File: config.mk
export PLATFORM = sky130hd
export DESIGN_NAME = periodic_soft_timer_bank_flat
export DESIGN_NICKNAME = d
export VERILOG_FILES = /design/src/pstb_pkg.sv /design/src/pstb_if.sv /design/src/periodic_soft_timer_bank.sv /design/src/flat_wrapper.sv
export SDC_FILE = /design/constraint.sdc
export NUM_CORES = 2
export LEC_CHECK = 0
export BUFFER_PORTS_ARGS = -buffer_cell sky130_fd_sc_hd__buf_4
export CORE_ASPECT_RATIO = 1.5
export CORE_UTILIZATION = 45
export CTS_CLUSTER_SIZE = 12
export DETAILED_ROUTE_END_ITERATION = 8
export GPL_TIMING_DRIVEN = 0
export PLACE_DENSITY_LB_ADDON = 0.12
export SLEW_MARGIN = 10
export SYNTH_ARGS = -nofsm -noshare
export SYNTH_HDL_FRONTEND = slang
export SYNTH_SLANG_ARGS = --single-unit
File: constraint.sdc
create_clock -name clk -period 8.95 [get_ports clk]
set_clock_uncertainty 0.1 [all_clocks]
set_input_delay 0.4475 -clock clk [delete_from_list [all_inputs] [get_ports clk]]
set_output_delay 0.4475 -clock clk [all_outputs]
set_load 0.005 [all_outputs]
File: src/pstb_pkg.sv
`timescale 1ns / 1ps
`default_nettype none
// ---------------------------------------------------------------------------
// pstb_pkg
// Types and codes shared by the periodic soft timer bank and its channels.
// ---------------------------------------------------------------------------
package pstb_pkg;

	localparam int ACTION_W  = 2;
	localparam int SLOT_W    = 3;
	localparam int WORD_W    = 32;
	localparam int KIND_W    = 2;

	// at most this many fire transactions per tick
	localparam int MAX_RESULTS = 8;
	localparam int FCNT_W      = $clog2(MAX_RESULTS + 1);

	// input action codes
	localparam logic [ACTION_W-1:0] ACT_TICK   = 2'd0;
	localparam logic [ACTION_W-1:0] ACT_START  = 2'd1;
	localparam logic [ACTION_W-1:0] ACT_MODIFY = 2'd2;
	localparam logic [ACTION_W-1:0] ACT_STOP   = 2'd3;

	// result kinds
	localparam logic [KIND_W-1:0] KIND_STARTED = 2'd0;
	localparam logic [KIND_W-1:0] KIND_NO_FREE = 2'd1;
	localparam logic [KIND_W-1:0] KIND_DONE    = 2'd2;
	localparam logic [KIND_W-1:0] KIND_FIRED   = 2'd3;

	// handler memory entry, written only by start
	typedef struct packed {
		logic [WORD_W-1:0] handler;
		logic [WORD_W-1:0] argument;
	} hdl_rec_t;

	// timing memory entry, written by start, modify and tick reload
	typedef struct packed {
		logic [WORD_W-1:0] period;
		logic [WORD_W-1:0] deadline;
	} tmr_rec_t;

	// one result as held in the output register
	typedef struct packed {
		logic [KIND_W-1:0] kind;
		logic [SLOT_W-1:0] slot_index;
		logic [WORD_W-1:0] handler;
		logic [WORD_W-1:0] argument;
		logic [WORD_W-1:0] tick_now;
		logic              last;
	} rsp_t;

endpackage
`default_nettype wire

File: src/pstb_if.sv
`timescale 1ns / 1ps
`default_nettype none
// ---------------------------------------------------------------------------
// pstb_if
// Valid/ready channels for timer requests and timer results.
// ---------------------------------------------------------------------------
interface pstb_req_if import pstb_pkg::*; ();
	logic                valid;
	logic                ready;
	logic [ACTION_W-1:0] action;
	logic [SLOT_W-1:0]   slot;
	logic [WORD_W-1:0]   period;
	logic [WORD_W-1:0]   handler;
	logic [WORD_W-1:0]   argument;

	modport source (output valid, action, slot, period, handler, argument, input ready);
	modport sink   (input valid, action, slot, period, handler, argument, output ready);
endinterface

interface pstb_rsp_if import pstb_pkg::*; ();
	logic              valid;
	logic              ready;
	logic [KIND_W-1:0] result_kind;
	logic [SLOT_W-1:0] slot_index;
	logic [WORD_W-1:0] fired_handler;
	logic [WORD_W-1:0] fired_argument;
	logic [WORD_W-1:0] tick_now;
	logic              last;

	modport source (output valid, result_kind, slot_index, fired_handler, fired_argument,
		tick_now, last, input ready);
	modport sink   (input valid, result_kind, slot_index, fired_handler, fired_argument,
		tick_now, last, output ready);
endinterface
`default_nettype wire

File: src/periodic_soft_timer_bank.sv
`timescale 1ns / 1ps
`default_nettype none
// ---------------------------------------------------------------------------
// periodic_soft_timer_bank
// Bank of periodic timer slots driven by a wrapping 32-bit tick counter.
// ---------------------------------------------------------------------------
// Start, modify and stop requests each give one result transaction. A tick
// walks every slot through the slot memories at one slot per cycle unless the
// result side stalls (each slot is read into a register, then compared and
// reloaded); each firing slot up to MAX_RESULTS gives one result and the final
// one carries last. A tick with no firing slot gives no result. Requests are
// taken only while no tick is being walked and the output register is free or
// being drained.
module periodic_soft_timer_bank import pstb_pkg::*; #(
	parameter int SLOT_COUNT = 8
) (
	input  wire         clk,
	input  wire         arst_n,
	pstb_req_if.sink    req,
	pstb_rsp_if.source  rsp
);

	localparam int SW = (SLOT_COUNT > 1) ? $clog2(SLOT_COUNT) : 1;

	typedef enum logic [1:0] {
		ST_IDLE = 2'b01,
		ST_SCAN = 2'b10
	} state_t;

	state_t              state_q;
	logic [WORD_W-1:0]   cnt_q;
	logic [SLOT_COUNT-1:0] act_q;

	// slot memories
	hdl_rec_t            hdl_mem [SLOT_COUNT];
	tmr_rec_t            tmr_mem [SLOT_COUNT];
	hdl_rec_t            hdl_rd_s1;
	tmr_rec_t            tmr_rd_s1;
	logic [SW-1:0]       rd_addr;
	logic                hdl_we;
	logic [SW-1:0]       hdl_wa;
	hdl_rec_t            hdl_wd;
	logic                tmr_we;
	logic [SW-1:0]       tmr_wa;
	tmr_rec_t            tmr_wd;

	// scan control
	logic [SW-1:0]       ev_q;
	logic                ev_v_q;
	logic [FCNT_W-1:0]   fcnt_q;
	logic                pend_v_q;
	rsp_t                pend_q;

	// output register
	logic                out_v_q;
	rsp_t                out_q;

	logic                out_free;
	logic                acc;
	logic                free_found;
	logic [SW-1:0]       free_ix;
	logic [SW-1:0]       slot_ix;
	logic                slot_ok;
	logic                fire;
	logic                emit_new;
	logic                stall;
	logic                step;
	logic                ev_last;
	logic                out_load;
	rsp_t                out_d;
	rsp_t                fire_res;
	logic [WORD_W-1:0]   start_deadline;

	assign out_free = !out_v_q || rsp.ready;
	assign req.ready = (state_q == ST_IDLE) && out_free;
	assign acc = req.valid && req.ready;

	// lowest free slot
	always_comb begin
		free_found = 1'b0;
		free_ix = '0;
		for (int i = SLOT_COUNT - 1; i >= 0; i--) begin
			if (!act_q[i]) begin
				free_found = 1'b1;
				free_ix = SW'(i);
			end
		end
	end

	assign slot_ix = SW'(req.slot);
	assign slot_ok = ({29'd0, req.slot} < 32'(SLOT_COUNT)) && act_q[slot_ix];
	assign start_deadline = cnt_q + req.period;

	// slot under evaluation during a tick walk
	assign fire = (state_q == ST_SCAN) && ev_v_q && act_q[ev_q] && (tmr_rd_s1.deadline == cnt_q);
	assign emit_new = fire && (fcnt_q < FCNT_W'(MAX_RESULTS));
	assign stall = emit_new && pend_v_q && !out_free;
	assign step = (state_q == ST_SCAN) && ev_v_q && !stall;
	assign ev_last = (ev_q == SW'(SLOT_COUNT - 1));

	always_comb begin
		fire_res.kind = KIND_FIRED;
		fire_res.slot_index = 3'(ev_q);
		fire_res.handler = hdl_rd_s1.handler;
		fire_res.argument = hdl_rd_s1.argument;
		fire_res.tick_now = cnt_q;
		fire_res.last = 1'b0;
	end

	// read address: first slot on tick accept, hold on stall, else next slot
	always_comb begin
		if (state_q == ST_IDLE) begin
			rd_addr = '0;
		end else if (stall) begin
			rd_addr = ev_q;
		end else begin
			rd_addr = ev_q + SW'(1);
		end
	end

	// memory write ports
	always_comb begin
		hdl_we = acc && (req.action == ACT_START) && free_found;
		hdl_wa = free_ix;
		hdl_wd.handler = req.handler;
		hdl_wd.argument = req.argument;
		tmr_we = 1'b0;
		tmr_wa = free_ix;
		tmr_wd.period = req.period;
		tmr_wd.deadline = start_deadline;
		if (acc && (req.action == ACT_START) && free_found) begin
			tmr_we = 1'b1;
		end else if (acc && (req.action == ACT_MODIFY) && slot_ok) begin
			tmr_we = 1'b1;
			tmr_wa = slot_ix;
		end else if (step && fire) begin
			tmr_we = 1'b1;
			tmr_wa = ev_q;
			tmr_wd.period = tmr_rd_s1.period;
			tmr_wd.deadline = cnt_q + tmr_rd_s1.period;
		end
	end

	always_ff @(posedge clk) begin
		if (hdl_we) begin
			hdl_mem[hdl_wa] <= hdl_wd;
		end
		if (tmr_we) begin
			tmr_mem[tmr_wa] <= tmr_wd;
		end
		hdl_rd_s1 <= hdl_mem[rd_addr];
		tmr_rd_s1 <= tmr_mem[rd_addr];
	end

	// output register source
	always_comb begin
		out_load = 1'b0;
		out_d = pend_q;
		out_d.last = 1'b0;
		if (acc && (req.action != ACT_TICK)) begin
			out_load = 1'b1;
			out_d.handler = '0;
			out_d.argument = '0;
			out_d.tick_now = cnt_q;
			out_d.last = 1'b1;
			unique case (req.action)
				ACT_START: begin
					out_d.kind = free_found ? KIND_STARTED : KIND_NO_FREE;
					out_d.slot_index = free_found ? 3'(free_ix) : '0;
				end
				default: begin
					out_d.kind = KIND_DONE;
					out_d.slot_index = req.slot;
				end
			endcase
		end else if (step && emit_new && pend_v_q) begin
			out_load = 1'b1;
		end else if ((state_q == ST_SCAN) && !ev_v_q && pend_v_q && out_free) begin
			out_load = 1'b1;
			out_d.last = 1'b1;
		end
	end

	// control state
	always_ff @(posedge clk or negedge arst_n) begin
		if (!arst_n) begin
			state_q <= ST_IDLE;
			cnt_q <= '0;
			act_q <= '0;
			ev_q <= '0;
			ev_v_q <= 1'b0;
			fcnt_q <= '0;
			pend_v_q <= 1'b0;
			out_v_q <= 1'b0;
		end else begin
			if (out_load) begin
				out_v_q <= 1'b1;
			end else if (rsp.ready) begin
				out_v_q <= 1'b0;
			end
			unique case (state_q)
				ST_IDLE: begin
					if (acc) begin
						case (req.action)
							ACT_TICK: begin
								cnt_q <= cnt_q + 32'd1;
								ev_q <= '0;
								ev_v_q <= 1'b1;
								fcnt_q <= '0;
								state_q <= ST_SCAN;
							end
							ACT_START: begin
								if (free_found) begin
									act_q[free_ix] <= (req.handler != '0);
								end
							end
							ACT_STOP: begin
								if (slot_ok) begin
									act_q[slot_ix] <= 1'b0;
								end
							end
							default: begin
							end
						endcase
					end
				end
				ST_SCAN: begin
					if (ev_v_q) begin
						if (step) begin
							if (emit_new) begin
								pend_v_q <= 1'b1;
								fcnt_q <= fcnt_q + FCNT_W'(1);
							end
							if (ev_last) begin
								ev_v_q <= 1'b0;
							end else begin
								ev_q <= ev_q + SW'(1);
							end
						end
					end else if (!pend_v_q) begin
						state_q <= ST_IDLE;
					end else if (out_free) begin
						pend_v_q <= 1'b0;
						state_q <= ST_IDLE;
					end
				end
				default: begin
					state_q <= ST_IDLE;
				end
			endcase
		end
	end

	// payload registers
	always_ff @(posedge clk) begin
		if (step && emit_new) begin
			pend_q <= fire_res;
		end
		if (out_load) begin
			out_q <= out_d;
		end
	end

	assign rsp.valid = out_v_q;
	assign rsp.result_kind = out_q.kind;
	assign rsp.slot_index = out_q.slot_index;
	assign rsp.fired_handler = out_q.handler;
	assign rsp.fired_argument = out_q.argument;
	assign rsp.tick_now = out_q.tick_now;
	assign rsp.last = out_q.last;

`ifndef NO_ASSERTIONS
	// a control request is answered by a single final transaction
	a_ctrl_answer: assert property (@(posedge clk) disable iff (!arst_n)
		(acc && (req.action != ACT_TICK)) |=> (out_v_q && out_q.last))
		else $error("control request not answered");

	// never more fire transactions than the limit per tick
	a_fire_limit: assert property (@(posedge clk) disable iff (!arst_n)
		fcnt_q <= FCNT_W'(MAX_RESULTS))
		else $error("fire count over limit");

	// a pending fire only exists during a tick walk
	a_pend_scan: assert property (@(posedge clk) disable iff (!arst_n)
		pend_v_q |-> (state_q == ST_SCAN))
		else $error("pending fire outside tick walk");

	// a stalled slot is not reloaded
	a_stall_hold: assert property (@(posedge clk) disable iff (!arst_n)
		stall |-> !tmr_we)
		else $error("reload during stall");
`endif

endmodule
`default_nettype wire

File: src/flat_wrapper.sv
// flat-port wrapper written by rule: the top's interface ports become plain ports
module periodic_soft_timer_bank_flat import pstb_pkg::*;
#(
	parameter int SLOT_COUNT = 8
)
  (clk, arst_n, req_valid, req_action, req_slot, req_period, req_handler, req_argument, req_ready, rsp_valid, rsp_result_kind, rsp_slot_index, rsp_fired_handler, rsp_fired_argument, rsp_tick_now, rsp_last, rsp_ready);
  pstb_req_if req_i ();
  pstb_rsp_if rsp_i ();
  input  wire clk;
  input  wire arst_n;
  input wire logic [$bits(req_i.valid)-1:0] req_valid;
  input wire logic [$bits(req_i.action)-1:0] req_action;
  input wire logic [$bits(req_i.slot)-1:0] req_slot;
  input wire logic [$bits(req_i.period)-1:0] req_period;
  input wire logic [$bits(req_i.handler)-1:0] req_handler;
  input wire logic [$bits(req_i.argument)-1:0] req_argument;
  output wire logic [$bits(req_i.ready)-1:0] req_ready;
  output wire logic [$bits(rsp_i.valid)-1:0] rsp_valid;
  output wire logic [$bits(rsp_i.result_kind)-1:0] rsp_result_kind;
  output wire logic [$bits(rsp_i.slot_index)-1:0] rsp_slot_index;
  output wire logic [$bits(rsp_i.fired_handler)-1:0] rsp_fired_handler;
  output wire logic [$bits(rsp_i.fired_argument)-1:0] rsp_fired_argument;
  output wire logic [$bits(rsp_i.tick_now)-1:0] rsp_tick_now;
  output wire logic [$bits(rsp_i.last)-1:0] rsp_last;
  input wire logic [$bits(rsp_i.ready)-1:0] rsp_ready;
  assign req_i.valid = req_valid;
  assign req_i.action = req_action;
  assign req_i.slot = req_slot;
  assign req_i.period = req_period;
  assign req_i.handler = req_handler;
  assign req_i.argument = req_argument;
  assign req_ready = req_i.ready;
  assign rsp_valid = rsp_i.valid;
  assign rsp_result_kind = rsp_i.result_kind;
  assign rsp_slot_index = rsp_i.slot_index;
  assign rsp_fired_handler = rsp_i.fired_handler;
  assign rsp_fired_argument = rsp_i.fired_argument;
  assign rsp_tick_now = rsp_i.tick_now;
  assign rsp_last = rsp_i.last;
  assign rsp_i.ready = rsp_ready;
  periodic_soft_timer_bank #(.SLOT_COUNT(SLOT_COUNT)) u_core (.clk(clk), .arst_n(arst_n), .req(req_i), .rsp(rsp_i));
endmodule
==> key figures <==
Layout
  • Final core occ: 53.6%
  • FILL cells: 10.1k
  • Share of layout cells above drive strength 1: 13.7%
  • Nets: 4720
  • Commonest non-fill, non-tap cell in the layout: edfxtp_1
  • Synthesis-to-finish area growth: 17.8%
  • Leading cell types in the layout, fill and taps excluded: edfxtp_1 (1225), nand2_1 (966), nand3_1 (298)

Floorplanning
  • Die height: 433 um
  • Initial Util: 45.5%
  • Die area: 0.125 sq mm
  • Total core area: between 0.1 and 0.15 sq mm
  • Rows: 157
  • Number of top-level pins: approximately 210
  • Die X: 289 um

Synthesis
  • YS warnings: 0
  • Avg Synthesized Cell Area: 13.8 sq um
  • Dominant combinational cell family by area after synthesis: simple AND/OR/NAND/NOR gates
  • FFs w/ async S/R, synth: 3.70%
  • EDFF count, synth: 1225
  • Post-Synth XOR/XNOR Area: about 1.6%
  • Compound-Gate Fraction of Synth Area: 5.13%
  • Main synth FF type: edfxtp_1
  • Yosys cell types: 74
  • Mux cell area share after synthesis: 3.25%
  • Post-Syn Nets: around 4.2k
  • Synth top area share: 66.0%
  • Synth top area cells: edfxtp_1 (66%), nand2_1 (6.5%), dfxtp_1 (4.6%)
  • Area share of and/or/nand/nor cells after synthesis: a little over an eighth
  • FF+latch count, synth: 1405
  • Synth area leader: edfxtp_1
  • Synth Area in Adders: 1.55%
  • Synth Cell Area: between 0.05 and 0.06 sq mm
  • Mapped Cells: 4051
  • Seq/Total Area, Yosys: 73.0%

Clock network
  • Num CTS Buffers: 140
  • Setup bufs post-CTS: 0
  • Num Clock Sinks: around 1.4k
  • CTS root buf: clkbuf_16
  • H-tree lvl count: 4
  • TritonCTS clock tree: built
  • Reg clk slew, reported paths: ~0.06 ns
  • Clock Path Buffers: 3
  • Clk_lat worst skew: 0.78 ns
  • Post-cts resize count: 0

Power and ir drop
  • Cell leakage power: 24.4 nW
  • Total power: 15.1 mW
  • Peak VDD IR: between 200 and 250 uV
  • Switching part of the total: between 20 and 30%
  • Comb pwr share: 12.0%
  • P_sw: 3.81 mW
  • Clock group share of total power: 37.3%
  • Sequential Power Share: 50.7%
  • Pwr per Cell Area: 229 mW/mm^2
  • Pint: 11.2 mW

Worst setup path
  • Worst setup path class: register to register
  • Startpoint types: register
  • CP Data Arrival Time: approximately 5.5 ns
  • Crit-path max FO: 10
  • Critical Path Sink Type: register
  • Crit path required time: approximately 9.3 ns

Worst hold path
  • Tightest Hold Check Type: input port to register

Global routing
  • Total GRT Usage: 25.7%
  • Grt total ovfl: 0
  • Largest net degree at the start of global routing: 53
  • Antenna violations before repair: 14
  • Global-route wire length before repair: about 230000 um
  • Vias in the first global route: 35.1k

STA
  • RSZ-0062 raised after global routing: no
  • Period utilization: between 50 and 60%
  • Final setup fails: 0
  • Setup TNS: 0 ns
  • Final hold slack: 0.0956 ns
  • Worst rel slew slack: 9.88%
  • Worst-margin pin slew: 1.34 ns
  • Max Clk Rate: 193 MHz
  • Max-slew violation count: 0
  • Final Hold Vio Count: 0
  • Crit path time final: a little over 5 ns
  • Setup ws final: 3.76 ns

Route
  • DRC Markers: 0
  • Routed Antenna Nets: 0
  • Drt wl/cell: 25.6 um
  • DRT Pass-1 Iters: 6
  • DR iter-0 viols: between 2k and 3k
  • Drt total wl: 160000 um
  • Vias per Instance: 5.61
  • DR vias: 35.1k

Placement
  • GPL Wtd Cong: 0.948
  • DP Worst Slack: 3.92 ns
  • Hpwl dp: 111000 um
  • Port Buffer Count: 204

Job
  • Max-Cap Viols: 0

Outcome
  • Outcome: completed
-- layout make-up --
type	instances	area, sq um	share of cell area [%]
buffer	199	970	1.48
inverter	32	120	0.183
multi-input combinational	2415	14100	21.5
antenna	2	5.00	0.00762
clock buffer	237	4000	6.10
clock inverter	22	297	0.452
timing repair buffer	354	3500	5.34
tap	1590	1990	3.03
sequential	1405	40700	61.9
-- worst max-delay path: stages (launching register included) --
cell and delay [ns]:
dfrtp_1 0.55, mux4_1 0.61, mux2i_1 0.42, or4_4 0.27, nor3_1 0.06, nand2_1 0.46, clkbuf_1 0.72, buf_1 0.74
mux2i_1 0.90
-- final timing paths --
check | slack (ns) | cells after the start | to | start
min | 0.1 | 2 | u_core.act_q[3]$_DFFE_PN0P_ | req_slot[0]
max reg2reg | 3.76 | 8 | u_core.tmr_mem[0][20]$_DFFE_PP_ | u_core.ev_q[1]$_DFFE_PN0P_
max | 3.76 | 8 | u_core.tmr_mem[0][20]$_DFFE_PP_ | u_core.ev_q[1]$_DFFE_PN0P_
min in group asynchronous | 0.20 | 2 | u_core.cnt_q[20]$_DFFE_PN0P_ | arst_n
max in group asynchronous | 8.02 | 2 | u_core.act_q[3]$_DFFE_PN0P_ | arst_n
min reg2reg | 0.29 | 0 | u_core.pend_q[33]$_DFFE_PN_ | u_core.fire_res[33]$_DFF_P_
-- layer usage --
layer	wire length [um]	up-vias	global-route usage, %
met5	105	-	0
met2	82500	1161	44.8
met4	6080	18	9.94
li1	-	16000	-
met1	62200	17700	31.3
met3	9240	266	4.46
-- state kept, by name, summed over array words and instances (netlist names) --
signal and count:
u_core.hdl_mem 512, u_core.tmr_mem 512, u_core.pend_q 99, u_core.fire_res 64, u_core.tmr_rd_s1 64, u_core.cnt_q 32, u_core.rsp.fired_argument 32, u_core.rsp.fired_handler 32
u_core.rsp.tick_now 32, u_core.act_q 8, u_core.fcnt_q 4, u_core.ev_q 3, u_core.rsp.slot_index 3, u_core.rsp.result_kind 2, u_core.state_q 2, u_core.ev_v_q 1
u_core.pend_v_q 1, u_core.rsp.last 1, u_core.rsp.valid 1
-- cells in the mapped netlist (16+ instances only) --
cell	instances
a211oi_1	16
a21o_1	28
a21oi_1	54
a32oi_1	129
and2_1	71
and3_1	145
buf_1	21
buf_2	99
clkbuf_1	65
dfrtp_1	51
dfxtp_1	128
edfxtp_1	1225
ha_1	66
inv_1	32
mux2_2	32
mux2i_1	140
nand2_1	966
nand3_1	298
nor2_1	79
nor3_1	34
o21ai_0	67
xnor2_1	60
xor2_1	44
-- cell families after synthesis --
| kind of cell | Yosys count |
|---|---|
| AOI/OAI and AO/OA | 391 |
| xor gates and xnor gates | 104 |
| adders and majority gates | 68 |
| buffers and inverters | 231 |
| DFF | 1405 |
| muxes | 174 |
| and+or+nand+nor | 1678 |
-- power groups by stage --
| stage | registers (mW) | clock network [mW] | logic [mW] |
|---|---|---|---|
| 2_1_floorplan | 7.72 | 0 | 1.01 |
| 3_3_place_gp | 7.80 | 0 | 1.70 |
| 3_5_place_dp | 7.77 | 0 | 1.78 |
| 4_1_cts | 7.63 | 5.70 | 1.81 |
| 5_1_grt | 7.65 | 5.96 | 1.95 |
| 6_report | 7.63 | 5.62 | 1.80 |
-- stage by stage --
step	instances	instance area (sq um)
global placement	5845	59200
floorplan	4051	55700
global route	6255	65600
finish	6256	65600
CTS	6254	65600
detailed placement	5930	60700
-- timing repair --
action,4_1_cts,5_1_grt
hold buffers,65,0
hold endpoints to repair,563,0
setup endpoints to repair,0,0
No activity file was read; power rests on OpenSTA's default activity.
